==> src/rtl/tdd_pkg.sv <==
// Shared types and constants for the Taylor tree dedispersion block.
// Used by tdd_store, tdd_sum_unit and taylor_tree_dedispersion; no dependencies.
package tdd_pkg;

    // Default sizes of the channel-by-time store
    localparam int NUM_CHANNELS_DEF = 32;
    localparam int NUM_SAMPLES_DEF  = 256;

    // Field widths of the stream items
    localparam int CELL_W     = 21;
    localparam int OP_W       = 2;
    localparam int ROW_W      = 5;
    localparam int COL_W      = 9;
    localparam int SAMPLE_W   = 16;
    localparam int IN_DATA_W  = 32;
    localparam int OUT_DATA_W = 24;

    // Command codes carried on the input tuser
    typedef enum logic [OP_W-1:0] {
        OP_WRITE = 2'd0,
        OP_RUN   = 2'd1,
        OP_READ  = 2'd2
    } t_op;

    // Result kinds carried on the output tuser
    typedef enum logic {
        KIND_DONE = 1'b0,
        KIND_READ = 1'b1
    } t_kind;

    // Second operand of the shared adder
    typedef enum logic {
        SUM_BPREV = 1'b0,
        SUM_A     = 1'b1
    } t_sum_sel;

    // Sequencer states
    typedef enum logic [2:0] {
        ST_IDLE,
        ST_RDATA,
        ST_PAIR,
        ST_PRE,
        ST_FIRST,
        ST_LA,
        ST_LB,
        ST_DONE
    } t_state;

endpackage

==> src/rtl/tdd_sum_unit.sv <==
// Shared 21-bit adder of the tree sum, with its second operand selected.
// Depends on tdd_pkg for the cell width and the operand select type.
module tdd_sum_unit (
    input  logic [tdd_pkg::CELL_W-1:0] i_rd_data,
    input  logic [tdd_pkg::CELL_W-1:0] i_bprev,
    input  logic [tdd_pkg::CELL_W-1:0] i_a,
    input  tdd_pkg::t_sum_sel          i_sel,
    output logic [tdd_pkg::CELL_W-1:0] o_sum
);

    logic [tdd_pkg::CELL_W-1:0] operand;

    // Pick the partner of the freshly read cell
    always_comb begin
        case (i_sel)
            tdd_pkg::SUM_BPREV: operand = i_bprev;
            tdd_pkg::SUM_A:     operand = i_a;
            default:            operand = i_a;
        endcase
    end

    // Add and wrap at the cell width
    assign o_sum = i_rd_data + operand;

endmodule

==> config.mk <==
export PLATFORM = sky130hd
export DESIGN_NAME = tdd_sum_unit
export DESIGN_NICKNAME = d
export VERILOG_FILES = /design/src/rtl/tdd_pkg.sv /design/src/rtl/tdd_sum_unit.sv
export SDC_FILE = /design/constraint.sdc
export NUM_CORES = 1
export LEC_CHECK = 0
export BUFFER_PORTS_ARGS = -buffer_cell sky130_fd_sc_hd__buf_2
export CAP_MARGIN = 5
export CORE_MARGIN = 10
export CORE_UTILIZATION = 40
export DETAILED_ROUTE_END_ITERATION = 10
export PLACE_DENSITY = 0.82
export SYNTH_ARGS = -nofsm -noshare
export SYNTH_HDL_FRONTEND = slang
export SYNTH_SLANG_ARGS = --single-unit
==> constraint.sdc <==
create_clock -name vclk -period 3.75
set_clock_uncertainty 0.15 [all_clocks]
set_input_delay 0.75 -clock vclk [all_inputs]
set_output_delay 0.75 -clock vclk [all_outputs]
set_load 0.01 [all_outputs]
Word level (Yosys, flattened, before mapping). Index checks and enable logic that the tools add are counted.

Add/subtract/negate cells: 1. Mux-type cells: 1. Bitwise operators: 1.

Operators with widths (number): case mux 21 bit (2 select lines) (1); adder 21 bit (1); inverter 1 bit (1).

Flip-flop bits (word level): 0. Input bits: 64. Logic and storage cells: 3.

Longest topological paths before layout.
Depth after elaboration: 3. Mapped depth: 10. Gate-level depth less buffers: 9.

Worst setup path before layout. Ideal clock, no wire load.

Path type: input port to output port. From: input port i_sel. To: output port o_sum[16] (netlist bit). Data arrival time: 3191 ps. Data required time: 2850 ps. Slack: -341 ps. Stages: 10. Buffers on the path: 1. Cell sequence: buf_1 mux2_2 ha_1 fa_1 a21oi_2 o21a_1 o211ai_2 o21ai_2 nand2_1 o311ai_1.

Word-level cells in the longest chain between the ends: 3.

RTL lines: start: declaration (line tdd_sum_unit.sv:7) `input tdd_pkg::t_sum_sel i_sel,`; inverter 1 bit (line tdd_sum_unit.sv:15) `case (i_sel)`; case mux 21 bit (2 select lines) * (line tdd_sum_unit.sv:15); adder 21 bit * (line tdd_sum_unit.sv:23) `assign o_sum = i_rd_data + operand;`; end: declaration (line tdd_sum_unit.sv:8) `output logic [tdd_pkg::CELL_W-1:0] o_sum`.

Mark *: on every way between the ends. The rest lies on a longest branch, timed or not.

Worst setup path after layout. Ends and elaborated chain as after synthesis.

==> impl_results.md <==
- Status: complete, but fails checks
- Violated checks: negative setup slack
- Die Y: 75.8 um
- Clock buffers: 0
- CP Data Arrival Time: 2.94 ns
- Synthesized cell area: 1250 um^2
- IO Port Bufs: 85
- I/O pin count: 85
- Final min period: 3.84 ns
- First-pass GRT wire length: 7690 um
- Max frequency: 260 MHz
- Syn Nets: 244
- Post-Layout Cell Count: 327
- Worst VDD drop: 0.130 mV
- Antenna violations before repair: 0
- # setup viols final: 5
- Yosys top cell area share: 20.1%
- Sequential cells: 0
- Place WS: -0.197 ns
- Syn Inst Count: 159
- Overflow after GRT: 0
- Core box area: 3030 um^2
- Placed Instance Area: 1980 um^2
- ANT cells: 0
- Min Hold Slack: 1.71 ns
- Remaining antenna violation count: 0
- Worst Setup End Kind: primary output
- Area grow syn2layout: 89.8%
- Synth area leader: ha_1
- Top cells by area, synth: ha_1 20%, mux2_2 18%, a21oi_1 6.4%, xnor2_1 6.3%, xor2_1 5.6%
- P per Cell Area: 224 nW/um^2
- Global placement routability congestion: 0.867
- Sequential element share of the synthesized area: 0%
- Final total power: 0.530 mW
- Layout cells sized above 1: 66.1%
- Tcrit/Tclk final: 102%
- Crit-path max FO: 4
- Final wirelength: 5500 um
- Hold buffers post-CTS: 0
- TritonRoute pass-1 iters: 4
- Warning count from the yosys run: 0
- Initial Util: 41.2%
- Pin count of the biggest net entering global routing: 11
- Pins over their slew limit: 0
- Synth cell types: 39
- Vias in the first global route: 1776
- Avg Cell Area, Syn: 7.84 um^2
- Slew headroom: 79.6%
- Drt drc: 0
- GRT Total Usage: 16.0%
- Layout Nets: 370
- Measured slew at the worst slew-check pin: 0.305 ns
- Inst Count DP: 318
- HPWL after DPL: 3940 um
- Final instance area: 2360 um^2
- Via/cell ratio: 5.37
- First DRT Iteration DRCs: 95
- Seq. cell area: 0 um^2
- Wire length per cell: 16.8 um
- Crit path kind: input port to primary output
- Hold Vio Cnt, Final: 0
- Max Cap Viol: 0
- Die ar.: 5750 um^2
- Post-layout worst setup margin: -0.0937 ns
- Final core occ: 78.1%
- Crit path required time: 2.85 ns
- Pleak: 1.10 nW
- Row count: 20
- Via count: 1755
- RSZ-0062 raised after global routing: yes
- Worst setup SP type: input port
- DIE WIDTH: 75.8 um
- Post-route setup TNS: -0.263 ns
- Hold Crit Class: input port to primary output
-- Yosys cell counts --
cell	instances
a2111oi_2	1
a211o_1	1
a21boi_0	1
a21o_1	3
a21o_2	1
a21oi_1	16
a21oi_2	1
a31o_2	1
a31oi_1	4
and3_1	2
and4_1	2
buf_1	2
fa_1	1
ha_1	20
inv_1	5
mux2_2	20
mux2i_1	2
nand2_1	12
nand2b_1	2
nand3_1	6
nand3b_1	1
nand4_1	2
nor2_1	8
nor2b_1	3
nor3_1	1
o211ai_1	1
o211ai_2	1
o21a_1	2
o21ai_0	7
o21ai_2	1
o21bai_1	4
o221ai_1	2
o2bb2ai_1	1
o311ai_1	2
o31ai_2	1
or2b_1	1
or3_1	1
xnor2_1	9
xor2_1	8
-- power by group --
part / total, mW / internal (mW) / leakage, nW / switching, mW
registers: 0 / 0 / 0 / 0
logic: 0.530 / 0.275 / 1.10 / 0.255
clock network: 0 / 0 / 0 / 0
total: 0.530 / 0.275 / 1.10 / 0.255
-- placed cells by master, fill, tap and decap left out, types with 2 or more instances in the layout --
master,Yosys,final
xor2_1,8,8
nand4_1,2,2
o21ai_1,0,2
a31oi_1,4,2
inv_1,5,5
buf_6,0,2
nand2b_1,2,2
ha_4,0,15
nor2b_1,3,2
o21bai_1,4,4
nor2_1,8,7
o21ai_2,1,2
o221ai_2,0,2
o21ai_0,7,4
and3_1,2,2
mux2_4,0,4
buf_2,0,84
mux2_2,20,16
buf_4,0,38
mux2i_1,2,2
a21oi_1,16,9
a21oi_2,1,8
buf_8,0,2
and4_1,2,2
a21o_1,3,3
nand3_1,6,6
ha_1,20,4
xnor2_1,9,9
nand2_1,12,11
o21a_1,2,2
-- area by class of cell --
cell class	count	area [um^2]
tap	44	55.1
inverter	5	18.8
fill	195	663
multi-input combinational	152	1530
timing repair buffer	126	758
-- logic make-up after synthesis --
| group | count (synthesis) | share of synthesized area, % |
|---|---|---|
| AO/OA/AOI/OAI | 51 | 28.1 |
| AND/OR/NAND/NOR | 41 | 16.5 |
| multiplexers | 22 | 19.7 |
| adder cells (fa/ha/maj) | 21 | 21.7 |
| XOR/XNOR | 17 | 11.9 |
| buffers and inverters | 7 | 2.11 |
-- path summary, 6_finish.rpt --
kind	startpoint	end	slack, ns	cells past startpoint
setup / recovery	i_sel	o_sum[16]	-0.09	11
hold / removal	i_rd_data[0]	o_sum[0]	1.71	3
-- what timing repair did --
item / 4_1_cts / 5_1_grt
buffers inserted: 6 / 3
gates resized for setup: 25 / 27
endpoints found under the setup margin: 12 / 10
pin swaps: 10 / 10
-- worst max-delay path, cell delays in order --
cell and delay [ns]:
buf_8 0.10, mux2_4 0.30, ha_4 0.17, fa_2 0.40, a21oi_2 0.18, o21a_1 0.17
o211ai_2 0.13, o21ai_2 0.24, nand2_2 0.12, o311ai_4 0.21, buf_2 0.17
-- layer usage --
layer | vias to the layer above | GRT usage (%) | wire (um)
li1 | 863 | - | -
met1 | 815 | 18.5 | 2130
met2 | 71 | 30.8 | 2910
met3 | 6 | 2.60 | 411
met4 | 0 | 1.65 | 41
met5 | - | 0 | 0
(Power assumes the default switching activity.)
